File: config.mk
export PLATFORM = sky130hd
export DESIGN_NAME = rotary_encoder_field_adjust_flat
export DESIGN_NICKNAME = d
export VERILOG_FILES = /design/src/hdl/refa_pkg.sv /design/src/hdl/refa_if.sv /design/src/hdl/refa_field_bank.sv /design/src/hdl/rotary_encoder_field_adjust.sv /design/src/flat_wrapper.sv
export SDC_FILE = /design/constraint.sdc
export NUM_CORES = 1
export LEC_CHECK = 0
export ABC_AREA = 1
export BUFFER_PORTS_ARGS = -buffer_cell sky130_fd_sc_hd__buf_4
export CAP_MARGIN = 20
export CORE_MARGIN = 2
export CORE_UTILIZATION = 33
export CTS_CLUSTER_DIAMETER = 30
export CTS_CLUSTER_SIZE = 40
export DETAILED_ROUTE_END_ITERATION = 8
export PLACE_DENSITY = 0.54
export SYNTH_ARGS = -nofsm -noshare
export SYNTH_HDL_FRONTEND = slang
export SYNTH_SLANG_ARGS = --single-unit
File: constraint.sdc
create_clock -name clk -period 2.6 [get_ports clk]
set_input_delay 0.13 -clock clk [delete_from_list [all_inputs] [get_ports clk]]
set_output_delay 0.13 -clock clk [all_outputs]
set_load 0.05 [all_outputs]
File: src/hdl/refa_pkg.sv
// types and constants shared by the rotary encoder field adjust block
`default_nettype none

package refa_pkg;

  typedef enum logic [2:0] {
    FUNC_MENU    = 3'd0,
    FUNC_HOUR    = 3'd1,
    FUNC_MINUTE  = 3'd2,
    FUNC_SECOND  = 3'd3,
    FUNC_WEEKDAY = 3'd4,
    FUNC_DATE    = 3'd5,
    FUNC_MONTH   = 3'd6,
    FUNC_YEAR    = 3'd7
  } field_sel_t;

  localparam int unsigned ValueW = 7;

  localparam logic [ValueW-1:0] MENU_MAX    = 7'd3;
  localparam logic [ValueW-1:0] HOUR_MAX    = 7'd23;
  localparam logic [ValueW-1:0] MINSEC_MAX  = 7'd59;
  localparam logic [ValueW-1:0] WEEKDAY_MAX = 7'd7;
  localparam logic [ValueW-1:0] DATE_MAX    = 7'd31;
  localparam logic [ValueW-1:0] MONTH_MAX   = 7'd12;
  localparam logic [ValueW-1:0] YEAR_MAX    = 7'd99;
  localparam logic [ValueW-1:0] FIELD_ZERO  = 7'd0;
  localparam logic [ValueW-1:0] FIELD_ONE   = 7'd1;
  localparam logic [ValueW-1:0] YEAR_RESET  = 7'd23;

  typedef struct packed {
    logic       clk_level;
    logic       dt_level;
    field_sel_t func;
  } item_t;

  typedef struct packed {
    logic [ValueW-1:0] field_value;
    logic              moved;
  } result_t;

endpackage

`default_nettype wire

File: src/hdl/refa_if.sv
// valid/ready channels for encoder poll words and result words
`default_nettype none

interface refa_item_if import refa_pkg::*; ();
  logic       valid;
  logic       ready;
  logic       clk_level;
  logic       dt_level;
  logic [2:0] func;

  modport source (output valid, output clk_level, output dt_level, output func,
                  input ready);
  modport sink   (input valid, input clk_level, input dt_level, input func,
                  output ready);
endinterface

interface refa_result_if import refa_pkg::*; ();
  logic              valid;
  logic              ready;
  logic [ValueW-1:0] field_value;
  logic              moved;

  modport source (output valid, output field_value, output moved, input ready);
  modport sink   (input valid, input field_value, input moved, output ready);
endinterface

`default_nettype wire

File: src/hdl/refa_field_bank.sv
// field registers with the wrap and saturate step logic
`default_nettype none

module refa_field_bank import refa_pkg::*; (
  input  wire logic    clk,
  input  wire logic    rst,
  input  wire logic    step,
  input  wire item_t   item,
  output result_t      res
);

  logic              last_clock;
  logic              primed;
  logic [1:0]        menu_index;
  logic [4:0]        hour;
  logic [5:0]        minutes;
  logic [5:0]        seconds;
  logic [2:0]        weekday;
  logic [4:0]        day_of_month;
  logic [3:0]        month;
  logic [6:0]        year;

  logic [ValueW-1:0] old_value;
  logic [ValueW-1:0] lo;
  logic [ValueW-1:0] hi;
  logic              sat;
  logic              up;
  logic              clock_change;
  logic [ValueW-1:0] stepped;
  logic [ValueW-1:0] new_value;

  always_comb begin
    old_value = FIELD_ZERO;
    lo        = FIELD_ZERO;
    hi        = MENU_MAX;
    sat       = 1'b0;
    unique case (item.func)
      FUNC_MENU: begin
        old_value = {5'd0, menu_index};
        hi        = MENU_MAX;
      end
      FUNC_HOUR: begin
        old_value = {2'd0, hour};
        hi        = HOUR_MAX;
      end
      FUNC_MINUTE: begin
        old_value = {1'd0, minutes};
        hi        = MINSEC_MAX;
      end
      FUNC_SECOND: begin
        old_value = {1'd0, seconds};
        hi        = MINSEC_MAX;
      end
      FUNC_WEEKDAY: begin
        old_value = {4'd0, weekday};
        lo        = FIELD_ONE;
        hi        = WEEKDAY_MAX;
      end
      FUNC_DATE: begin
        old_value = {2'd0, day_of_month};
        lo        = FIELD_ONE;
        hi        = DATE_MAX;
      end
      FUNC_MONTH: begin
        old_value = {3'd0, month};
        lo        = FIELD_ONE;
        hi        = MONTH_MAX;
      end
      FUNC_YEAR: begin
        old_value = year;
        hi        = YEAR_MAX;
        sat       = 1'b1;
      end
      default: begin
        old_value = FIELD_ZERO;
      end
    endcase
  end

  assign up           = item.dt_level != item.clk_level;
  assign clock_change = primed && (item.clk_level != last_clock);

  always_comb begin
    if (up) begin
      stepped = (old_value >= hi) ? (sat ? hi : lo) : old_value + FIELD_ONE;
    end else begin
      stepped = (old_value <= lo) ? (sat ? lo : hi) : old_value - FIELD_ONE;
    end
    new_value       = clock_change ? stepped : old_value;
    res.field_value = new_value;
    res.moved       = clock_change && (stepped != old_value);
  end

  always_ff @(posedge clk) begin
    if (rst) begin
      last_clock   <= 1'b0;
      primed       <= 1'b0;
      menu_index   <= 2'd0;
      hour         <= 5'd0;
      minutes      <= 6'd0;
      seconds      <= 6'd0;
      weekday      <= 3'd1;
      day_of_month <= 5'd1;
      month        <= 4'd1;
      year         <= YEAR_RESET;
    end else if (step) begin
      last_clock <= item.clk_level;
      primed     <= 1'b1;
      if (clock_change) begin
        unique case (item.func)
          FUNC_MENU:    menu_index   <= stepped[1:0];
          FUNC_HOUR:    hour         <= stepped[4:0];
          FUNC_MINUTE:  minutes      <= stepped[5:0];
          FUNC_SECOND:  seconds      <= stepped[5:0];
          FUNC_WEEKDAY: weekday      <= stepped[2:0];
          FUNC_DATE:    day_of_month <= stepped[4:0];
          FUNC_MONTH:   month        <= stepped[3:0];
          FUNC_YEAR:    year         <= stepped;
          default:      year         <= year;
        endcase
      end
    end
  end

  a_first_poll_still: assert property (@(posedge clk) disable iff (rst)
    !primed |-> !res.moved)
    else $error("field moved on the priming poll");

  a_ranges: assert property (@(posedge clk) disable iff (rst)
    year <= YEAR_MAX && {2'd0, hour} <= HOUR_MAX && {1'd0, minutes} <= MINSEC_MAX
    && {1'd0, seconds} <= MINSEC_MAX && weekday != 3'd0)
    else $error("field left its range");

  a_calendar: assert property (@(posedge clk) disable iff (rst)
    day_of_month != 5'd0 && month != 4'd0 && {3'd0, month} <= MONTH_MAX)
    else $error("date or month left its range");

  a_clock_tracked: assert property (@(posedge clk) disable iff (rst)
    step |=> primed && last_clock == $past(item.clk_level))
    else $error("stored clock level not updated");

endmodule

`default_nettype wire

File: src/hdl/rotary_encoder_field_adjust.sv
// top level: poll register, field bank and result register
// a poll word's result passes through the poll register and then the result register
// throughput: one poll word per cycle while results are taken, set by the single field update stage
// the result register lets a new poll in while a result waits to be taken
// reset (rst, synchronous): clears both stages, primes nothing, fields to
// their initial values; the first poll afterwards only stores the clock level
`default_nettype none

module rotary_encoder_field_adjust import refa_pkg::*; (
  input wire logic     clk,
  input wire logic     rst,
  refa_item_if.sink    item,
  refa_result_if.source result
);

  logic    s1_valid;
  item_t   s1_item;
  logic    out_valid;
  result_t out_result;
  result_t bank_res;
  logic    advance;

  assign advance    = s1_valid && (!out_valid || result.ready);
  assign item.ready = !s1_valid || advance;

  always_ff @(posedge clk) begin
    if (rst) begin
      s1_valid <= 1'b0;
    end else if (item.valid && item.ready) begin
      s1_valid <= 1'b1;
    end else if (advance) begin
      s1_valid <= 1'b0;
    end
  end

  always_ff @(posedge clk) begin
    if (item.valid && item.ready) begin
      s1_item.clk_level <= item.clk_level;
      s1_item.dt_level  <= item.dt_level;
      s1_item.func      <= field_sel_t'(item.func);
    end
  end

  refa_field_bank u_bank (
    .clk  (clk),
    .rst  (rst),
    .step (advance),
    .item (s1_item),
    .res  (bank_res)
  );

  always_ff @(posedge clk) begin
    if (rst) begin
      out_valid <= 1'b0;
    end else if (advance) begin
      out_valid <= 1'b1;
    end else if (result.ready) begin
      out_valid <= 1'b0;
    end
  end

  always_ff @(posedge clk) begin
    if (advance) begin
      out_result <= bank_res;
    end
  end

  assign result.valid       = out_valid;
  assign result.field_value = out_result.field_value;
  assign result.moved       = out_result.moved;

endmodule

`default_nettype wire

File: src/flat_wrapper.sv
// flat-port wrapper written by rule: the top's interface ports become plain ports
module rotary_encoder_field_adjust_flat import refa_pkg::*;
  (clk, rst, item_valid, item_clk_level, item_dt_level, item_func, item_ready, result_valid, result_field_value, result_moved, result_ready);
  refa_item_if item_i ();
  refa_result_if result_i ();
  input wire logic clk;
  input wire logic rst;
  input wire logic [$bits(item_i.valid)-1:0] item_valid;
  input wire logic [$bits(item_i.clk_level)-1:0] item_clk_level;
  input wire logic [$bits(item_i.dt_level)-1:0] item_dt_level;
  input wire logic [$bits(item_i.func)-1:0] item_func;
  output wire logic [$bits(item_i.ready)-1:0] item_ready;
  output wire logic [$bits(result_i.valid)-1:0] result_valid;
  output wire logic [$bits(result_i.field_value)-1:0] result_field_value;
  output wire logic [$bits(result_i.moved)-1:0] result_moved;
  input wire logic [$bits(result_i.ready)-1:0] result_ready;
  assign item_i.valid = item_valid;
  assign item_i.clk_level = item_clk_level;
  assign item_i.dt_level = item_dt_level;
  assign item_i.func = item_func;
  assign item_ready = item_i.ready;
  assign result_valid = result_i.valid;
  assign result_field_value = result_i.field_value;
  assign result_moved = result_i.moved;
  assign result_i.ready = result_ready;
  rotary_encoder_field_adjust u_core (.clk(clk), .rst(rst), .item(item_i), .result(result_i));
endmodule
==> results of run 1 <==
sequential cells by signal, indices dropped and copies added, names as in the netlist, 2 cells and up:
register / count
u_core.result.field_value: 7
u_core.u_bank.weekday: 3
u_core.u_bank.year: 7
u_core.u_bank.minutes: 6
u_core.s1_item: 5
u_core.u_bank.month: 4
u_core.u_bank.hour: 5
u_core.u_bank.seconds: 6
u_core.u_bank.menu_index: 2
u_core.u_bank.day_of_month: 5
cell families (layout without fill, tap and decap cells):
kind of cell | Yosys count | count (layout)
buf+inv | 99 | 201
xor+xnor | 3 | 3
simple gates | 241 | 241
fa+ha+maj | 9 | 9
flops | 55 | 55
compound gates | 97 | 97
final timing paths:
kind / end / slack (ns) / cells after the start
worst max-delay path: u_core.result.moved / -0.26 / 22
worst min-delay path: u_core.s1_valid / 0.08 / 3
worst max register to register: u_core.result.moved / -0.26 / 22
worst min register to register: u_core.u_bank.weekday[0] / 0.48 / 2
where the power goes:
group	switching (W)	internal, W	total (W)
sequential	0.00000947	0.000895	0.000905
combinational	0.000441	0.000305	0.000746
clock	0.000296	0.000385	0.000681
critical path, cell delays in order (launching register included):
cell	delay [ns]
edfxtp_1	0.45
bufinv_8	0.28
nand2_4	0.07
nor2_4	0.11
nand2_1	0.06
nand2_1	0.07
nor2_2	0.04
nand2_2	0.07
nand2_4	0.10
ha_4	0.29
nor2_4	0.04
nor2_4	0.10
nand3_2	0.09
nor2_4	0.20
a21oi_2	0.08
nand2_2	0.11
nand2_2	0.08
nand2_2	0.06
nand2_1	0.04
nor2_1	0.08
nand2_1	0.05
nor2_1	0.08
nor2_1	0.05
cell usage in the layout (no fill, tap or decap), types with 2 or more instances in the layout:
| master | n |
|---|---|
| nor3_1 | 2 |
| a21oi_1 | 36 |
| nor3_2 | 2 |
| clkbuf_8 | 5 |
| nand3_2 | 13 |
| inv_2 | 8 |
| nand3_4 | 6 |
| ha_4 | 5 |
| nor2_1 | 21 |
| dfxtp_1 | 42 |
| nand2_2 | 25 |
| ha_2 | 2 |
| o21ai_0 | 17 |
| nor2_4 | 18 |
| nor2_2 | 10 |
| o21ai_1 | 15 |
| nand3_1 | 22 |
| inv_4 | 2 |
| bufinv_16 | 2 |
| nand2_4 | 7 |
| ha_1 | 2 |
| buf_8 | 2 |
| buf_4 | 84 |
| o21bai_1 | 9 |
| a21oi_2 | 3 |
| o21ai_2 | 16 |
| xnor2_1 | 2 |
| nand2_1 | 100 |
| inv_1 | 77 |
| edfxtp_1 | 13 |
| dlygate4sd3_1 | 5 |
| buf_6 | 14 |
| nand4_2 | 2 |
| nand4_1 | 8 |
layout make-up:
type                       count  area (um^2)
multi-input combinational    350         2250
inverter                      87          343
fill                        1029         5350
clock inverter                 3         66.3
sequential                    55         1230
timing repair buffer         106          888
clock buffer                   5         68.8
tap                          136          170
through the flow:
step | utilization | setup slack, ns | TNS, ns
6_report | 0.484 | -0.259 | -4.68
3_5_place_dp | 0.421 | -0.398 | -11.26
2_1_floorplan | - | -0.0831 | -0.0831
3_3_place_gp | 0.421 | -0.435 | -12.09
4_1_cts | 0.472 | -0.287 | -6.06
5_1_grt | 0.484 | -0.459 | -12.07
layer usage:
metal,vias up,track usage
met5,-,0
met4,0,0.0760
met3,25,0.0212
met2,89,0.333
met1,1661,0.255
li1,1813,-
timing repair:
action / CTS / global route
setup endpoints to repair: 46 / 46
hold buffers: 5 / 0
hold endpoints to repair: 5 / 0
gates cloned: 1 / 0
gates resized for setup: 80 / 35
buffers inserted: 13 / 3
pin swaps: 38 / 38
==> metrics, run 1 <==
status complete, but fails checks; violated checks setup timing; complex-gate fraction of the synthesized area 0.144; largest family of logic cells by synthesized area simple AND/OR/NAND/NOR gates; met2 wire len 5.24 mm; CP startpoint kind flip-flop; Final Critical Period 2.86 ns; Top FF cell, synth dfxtp_1; post-synth top area share 0.237; RePlAce Congestion 0.944; Die Y-Extent 108 um; Final #Nets 623; Clk pin slew, worst setup/hold paths roughly 0.1 ns; Slew @ Worst Pin 0.471 ns; Initial DRC Count 148; Synth Area in XOR/XNOR 0.00740; post-synth net total approximately 520; syn avg cell area roughly 7.0 um^2; Routed WL 11.0 mm; hold_sp item_valid; Yosys reg bits 55; met3 routed WL 370 um; sequential area share after synthesis 0.347; routed vias/inst 4.84; endpoints failing hold 0; area leader, netlist dfxtp_1; placed cells 714; max-slew violations 0; CTS tree done; post-synthesis simple-gate area fraction 0.349; CTS buffer count 5; Setup Crit Path Kind flip-flop to flip-flop; RSZ-0062 raised after global routing true; Power Density 465 nW/um^2; num rows 37; Ys Warns 0; Placed Area 4370 um^2; Area contributors post-synth dfxtp_1 (24%), nand2_1 (12%), edfxtp_1 (11%); Initial Utilization 0.342; PnR worst setup slack -0.259 ns; Worst Path Required 2.69 ns; die footprint 11600 um^2; post-DR wirelength/cell about 15 um; most instantiated cells after synthesis nand2_1 (115), inv_1 (81), o21ai_0 (44); min-delay worst type primary input to flip-flop; achievable frequency 0.350 GHz; synthesized area approximately 3500 um^2; first-pass GRT wire length around 18 mm; fraction of registers with async set/reset 0; post-route ant nets 0; drt first pass iters 5; die width between 100 and 150 um; # Max-Cap Violations 0; Post-synth EDFFs 13; clk sinks 55; Critical Path AT roughly 3 ns; Max transition margin 0.685; Buffers on Ports 18; drt drc 0; post-synthesis cell type count 32; number of global-route vias before repair 3484; CTS H-tree depth 2; dpl hpwl 8.13 mm; Post-Synth Adder-Cell Area 0.0317; pin count of the biggest net entering global routing 33; clk_lat worst skew 0.33 ns; worst vdd ir between 0.3 and 0.4 mV; fin cells ~740; initial antenna violation count 0; design area between 5000 and 6000 um^2; critical path startpoint u_core.s1_item[0]; total power about 0.0023 W; Clk Tree Root Cell clkbuf_8; Boundary Pins 19; Leak 2.45 nW; Routed met1 length 5.04 mm; All-Layer GR Usage 0.196; layout cell share with drive strength beyond 1 0.384; reg2reg start u_core.s1_item[0]; CP endpoint kind flip-flop; clock buffer depth 2; number of diodes 0; via count 3588; DR top layer met4; Critical Path Fanout Max 10; multiplexer share of the synthesized area 0; area grow syn2layout 41.4%; final worst-path cycle share 1.10; Mapped Cells just over 500; Clock Skews ~0.0087 ns; GRT Residual Overflow 0; worst hold slack 0.0849 ns; most numerous cell in the Yosys netlist nand2_1; final setup vio count 46; Core Footprint just over 10000 um^2
(Power assumes the default switching activity.)
==> run 2, diff against run 1 <==
- CELL_PAD_IN_SITES_DETAIL_PLACEMENT: not set -> 0
- CELL_PAD_IN_SITES_GLOBAL_PLACEMENT: not set -> 2
- CORE_UTILIZATION: 33 -> 32
- PLACE_DENSITY: 0.54 -> 0.8
- SETUP_SLACK_MARGIN: not set -> 0.15
==> run 2 against run 1 <==
The flow still finishes with violations (setup timing). Worst hold slack got worse by 0.0087 ns. Sequential power about the same. Total power decreased by 6.0%. Cell area is 2.7% higher. Cell count is 2.4% higher. Combinational power is 4.8% higher. Sequential share of layout area decreased by 0.66 points. Largest power group unchanged.
==> metrics, run 2 (same netlist as run 1, synthesis figures left out) <==
pin count of the biggest net entering global routing 33; CTS buffer count 5; Critical Path Fanout Max 5; layout cell share with drive strength beyond 1 0.398; via count 3598; routed vias/inst about 4.7; Crit path buffers/inverters 1; cell family with most CP delay simple AND/OR/NAND/NOR gates; Initial Utilization 0.327; max-slew violations 0; Worst Path Required 2.69 ns; # Max-Cap Violations 0; Final #Nets about 640; drt drc 0; Initial DRC Count 236; final setup vio count 46; Max transition margin 0.613; first-pass GRT wire length around 18 mm; Critical-path top delay cell edfxtp_1; number of global-route vias before repair 3422; min-delay worst type primary input to flip-flop; Power Density 425 nW/um^2; Clk Tree Root Cell clkbuf_8; Clk pin slew, worst setup/hold paths roughly 0.11 ns; total power 0.00219 W; Leak 2.54 nW; final worst-path cycle share 1.14; Routed WL 11.4 mm; clock buffer depth 2; status complete, but fails checks; die footprint between 10000 and 15000 um^2; dpl hpwl 8.47 mm; most frequent cells in the layout nand2_1 (92), buf_4 (92), inv_1 (78); CTS H-tree depth 2; clk_lat worst skew 0.32 ns; number of diodes 0; post-DR wirelength/cell 15.0 um; Boundary Pins 19; endpoints failing hold 0; post-route ant nets 0; RePlAce Congestion 0.924; area grow syn2layout 45.2%; Buffers on Ports 18; die width 109 um; clk sinks 55; Placed Area 4420 um^2; Final Critical Period 2.97 ns; Critical Path AT 3.05 ns; CP endpoint kind flip-flop; CTS tree done; design area between 5000 and 6000 um^2; Core Footprint ~11000 um^2; worst vdd ir 0.295 mV; Setup Crit Path Kind flip-flop to flip-flop; violated checks setup timing; filler cell count 1103; initial antenna violation count 0; All-Layer GR Usage 0.197; num rows 38; Clock Skews 0.0113 ns; drt first pass iters 4; Die Y-Extent around 110 um; max incr delay on CP roughly 0.53 ns; PnR worst setup slack -0.369 ns; crit-path cells buf_6 -> nand2_4 -> nor2_4 -> nand2_2 -> nand2_1 -> nor2_1 -> nand2_2 -> nand2_4 -> ha_4 -> nor2_4 -> nor2_4 -> nand3_2 -> nor2_4 -> a21oi_2 -> nand2_2 -> nand2_4 -> nand2_4 -> nand2_2 -> nor2_2 -> nand2_1 -> nor2_1 -> nor2_1; Slew @ Worst Pin 0.579 ns; achievable frequency 0.337 GHz; RSZ-0062 raised after global routing true; CP startpoint kind flip-flop; Setup TNS -9.73 ns; GRT Residual Overflow 0
[run 2: changes by cell type in the layout (fill, tap and decap cells not counted), moves of 3 or more]
| cell | previous run | this run |
|---|---|---|
| inv_6 | 0 | 3 |
| nand2_1 | 100 | 92 |
| nand3_1 | 22 | 26 |
| nand2_4 | 7 | 13 |
| o21ai_0 | 17 | 23 |
| buf_4 | 84 | 92 |
| inv_2 | 8 | 5 |
| buf_6 | 14 | 17 |
| o21ai_2 | 16 | 13 |
| nor2_2 | 10 | 13 |
| o21ai_1 | 15 | 12 |
| nand3_2 | 13 | 7 |
[run 2: repair_timing]
| item | 4_1_cts | 5_1_grt |
|---|---|---|
| setup endpoints to repair | 46 | 46 |
| resized for setup | 59 | 59 |
| setup buffers | 10 | 12 |
| pin swaps | 11 | 36 |
| endpoints found under the hold margin | 5 | 0 |
| cloned | 2 | 0 |
| hold buffers | 5 | 0 |
[run 2: layer usage]
layer,routed length [um],track usage
met5,0,0
met4,226,0.0633
met3,314,0.0207
met2,5490,0.321
met1,5380,0.275
[run 2: cell type report]
type | instances | area (um^2) | area share
Timing Repair Buffer | 119 | 1020 | 0.197
Clock buffer | 5 | 68.8 | 0.0134
Sequential cell | 55 | 1230 | 0.239
Multi-Input combinational cell | 350 | 2280 | 0.442
Timing Repair inverter | 1 | 6.26 | 0.00121
Tap cell | 140 | 175 | 0.0340
Inverter | 87 | 350 | 0.0680
Clock inverter | 3 | 26.3 | 0.00510
[run 2: tightest hold or removal path, stage by stage]
cell and delay [ns]:
buf_4 0.11, nand2_1 0.07, a21oi_1 0.06
[run 2: where the power goes]
part           leakage, nW  switching [W]  total, W  internal, W
clock               0.0491       0.000304  0.000503     0.000199
sequential           0.465      0.0000120  0.000907     0.000895
combinational         2.03       0.000443  0.000782     0.000338
total                 2.54       0.000760   0.00219      0.00143
[run 2: path summary, 6_finish.rpt]
check	from	endpoint	slack, ns	cells past startpoint
setup / recovery	u_core.s1_item[1]	u_core.result.moved	-0.37	22
hold / removal	item_valid	u_core.s1_valid	0.08	3
setup reg to reg	u_core.s1_item[1]	u_core.result.moved	-0.37	22
hold reg to reg	u_core.u_bank.year[0]	u_core.u_bank.year[0]	0.48	2
[run 2: metrics by stage]
step | setup slack (ns) | utilization | hold WS [ns] | instances
finish | -0.369 | 0.475 | 0.0763 | 760
global route | -0.575 | 0.475 | 0.0876 | 760
CTS | -0.273 | 0.446 | 0.0656 | 748
detailed placement | -0.446 | 0.408 | 0.310 | 723
global placement | -0.424 | 0.408 | 0.309 | 723
floorplan | -0.0819 | - | 0.229 | 504
==> run 3, diff against run 2 <==
- BUFFER_PORTS_ARGS: -buffer_cell sky130_fd_sc_hd__buf_4 -> not set
- CORE_UTILIZATION: 32 -> 33
- DONT_BUFFER_PORTS: not set -> 1
==> run 3 against run 2 <==
The run still ends with setup timing left. Combinational power grew 3.3%. Via count shrank 1.9%. Sequential power grew 2.8%. Worst hold slack gained 0.014 ns. Clock skew shrank 0.0057 ns. Clock power grew 1%. Non-clock buffer count is the same. Cell count shrank 0.66%. Cell area grew 0.17%.
==> metrics, run 3 (same netlist as run 1, synthesis figures left out) <==
achievable frequency between 0.3 and 0.4 GHz; Clk pwr share 0.227; clk sinks between 50 and 60; initial antenna violation count 0; PnR worst setup slack -0.360 ns; crit-path cells buf_6 -> buf_12 -> nand3_4 -> inv_4 -> nand2_2 -> nand2_2 -> nor2_4 -> nand2_2 -> nand2_4 -> ha_4 -> nor2_4 -> nor2_4 -> buf_4 -> nand3_4 -> buf_6 -> nand3_1 -> nand2_2 -> nand2_2 -> nand2_1 -> nand2_1 -> nor2_1 -> nand2_1 -> nor2_1 -> nor2_1; CTS H-tree depth 2; GRT Residual Overflow 0; layout cell share with drive strength beyond 1 0.397; worst vdd ir 0.241 mV; RSZ-0062 raised after global routing true; dpl hpwl between 8 and 9 mm; drt drc 0; CTS buffer count 5; Most Frequent Cell on Critical Path nand2_2; drt first pass iters 4; Clk Tree Root Cell clkbuf_8; pin count of the biggest net entering global routing 32; end-of-flow core utilization 0.498; Final #Nets 636; min-delay worst type primary input to flip-flop; most common cell after layout, fill and taps aside nand2_1; Leak 2.53 nW; Routed WL 11.4 mm; Worst Path Required 2.68 ns; CP startpoint kind flip-flop; RePlAce Congestion 0.876; Initial Utilization 0.342; Critical Path AT 3.04 ns; CP endpoint kind flip-flop; endpoints failing hold 0; post-DR wirelength/cell between 15 and 20 um; Die Y-Extent about 110 um; Pint 0.00148 W; max-slew violations 0; Clock Skews approximately 0.0056 ns; first-pass GRT wire length around 18 mm; final setup vio count 46; Critical-path top delay cell edfxtp_1; most frequent cells in the layout nand2_1 (91), buf_4 (87), inv_1 (78); number of diodes 0; Flop pwr share 0.414; # Max-Cap Violations 0; post-route ant nets 0; Clk pin slew, worst setup/hold paths between 0.1 and 0.15 ns; clk_lat worst skew between 0.3 and 0.4 ns; Boundary Pins 19; fin cells roughly 760; area grow syn2layout 45.5%; R2R Setup Slk -0.36 ns; Slew @ Worst Pin 0.547 ns; Power Density 436 nW/um^2; Final Critical Period 2.96 ns; final worst-path cycle share 1.14; switching pwr 0.000773 W; violated checks setup timing; number of global-route vias before repair 3438; Initial DRC Count between 200 and 250; clock buffer depth 2; num rows 37; Max transition margin 0.635; placed cells about 710; Critical Path Fanout Max 5; filler cell count 1044; die width 108 um; routed vias/inst ~4.7; CTS tree done; die footprint around 12000 um^2; via count 3531; Comb power frac 0.359; All-Layer GR Usage 0.203; status complete, but fails checks; max incr delay on CP ~0.50 ns; Core Footprint between 10000 and 15000 um^2; Setup Crit Path Kind flip-flop to flip-flop; Sw Ratio 0.344; Buffers on Ports 0
==> run 3: changes by cell type in the layout (fill, tap and decap cells not counted), sizes merged <==
cell,previous run,this run
dlygate4sd3,5,7
inv,89,87
buf,114,112
clkinv,1,2
==> run 3: metal layers <==
layer	vias up	wire length [um]	GRT usage
li1	1845	-	-
met1	1606	5450	0.278
met2	68	5330	0.335
met3	12	395	0.0272
met4	0	236	0.0522
met5	-	0	0
==> run 3: what timing repair did <==
action                     in CTS  in global routing
pin swaps                      29                 34
resized for setup              69                 54
buffers inserted               15                 18
hold endpoints to repair       36                  0
hold buffers                    8                  0
setup endpoints to repair      46                 46
==> run 3: area by class of cell <==
| cell class | instances | area, um^2 | share of cell area |
|---|---|---|---|
| multi-input combinational | 350 | 2260 | 0.438 |
| inverter | 87 | 348 | 0.0674 |
| clock buffer | 5 | 68.8 | 0.0133 |
| tap | 136 | 170 | 0.0330 |
| sequential | 55 | 1230 | 0.238 |
| clock inverter | 3 | 28.8 | 0.00557 |
| timing repair buffer | 119 | 1060 | 0.205 |
==> run 3: worst paths after layout <==
path | startpoint | cells past startpoint | endpoint
setup / recovery | u_core.s1_item[2] | 24 | u_core.result.moved
hold / removal | rst | 2 | u_core.s1_valid
setup reg to reg | u_core.s1_item[2] | 24 | u_core.result.moved
hold reg to reg | u_core.u_bank.weekday[0] | 2 | u_core.u_bank.weekday[0]
==> run 3: power by group through the flow <==
| stage | logic [W] | registers [W] | clock network [W] |
|---|---|---|---|
| after floorplan | 0.000320 | 0.000951 | 0 |
| after global placement | 0.000556 | 0.000951 | 0 |
| after detailed placement | 0.000556 | 0.000951 | 0 |
| after CTS | 0.000675 | 0.000932 | 0.000528 |
| after global routing | 0.000864 | 0.000934 | 0.000557 |
| final | 0.000808 | 0.000932 | 0.000510 |
==> run 3: worst max-delay path: cells and delay by family (launching register included) <==
family | cells | cell delay, ns
and+or+nand+nor | 18 | 1.38
buffers and inverters | 5 | 0.60
DFF | 1 | 0.50
adders and majority gates | 1 | 0.21
==> run 3: metrics by stage <==
stage / hold WS (ns) / setup slack (ns) / instance area, um^2 / power (W) / TNS [ns]
3_3_place_gp: 0.208 / -0.341 / 4320 / 0.00151 / -7.41
2_1_floorplan: 0.229 / -0.0819 / 3640 / 0.00127 / -0.0819
6_report: 0.0907 / -0.360 / 5160 / 0.00225 / -8.59
4_1_cts: 0.0658 / -0.299 / 4840 / 0.00214 / -4.86
5_1_grt: 0.0937 / -0.572 / 5160 / 0.00236 / -17.21
3_5_place_dp: 0.210 / -0.350 / 4320 / 0.00151 / -7.34
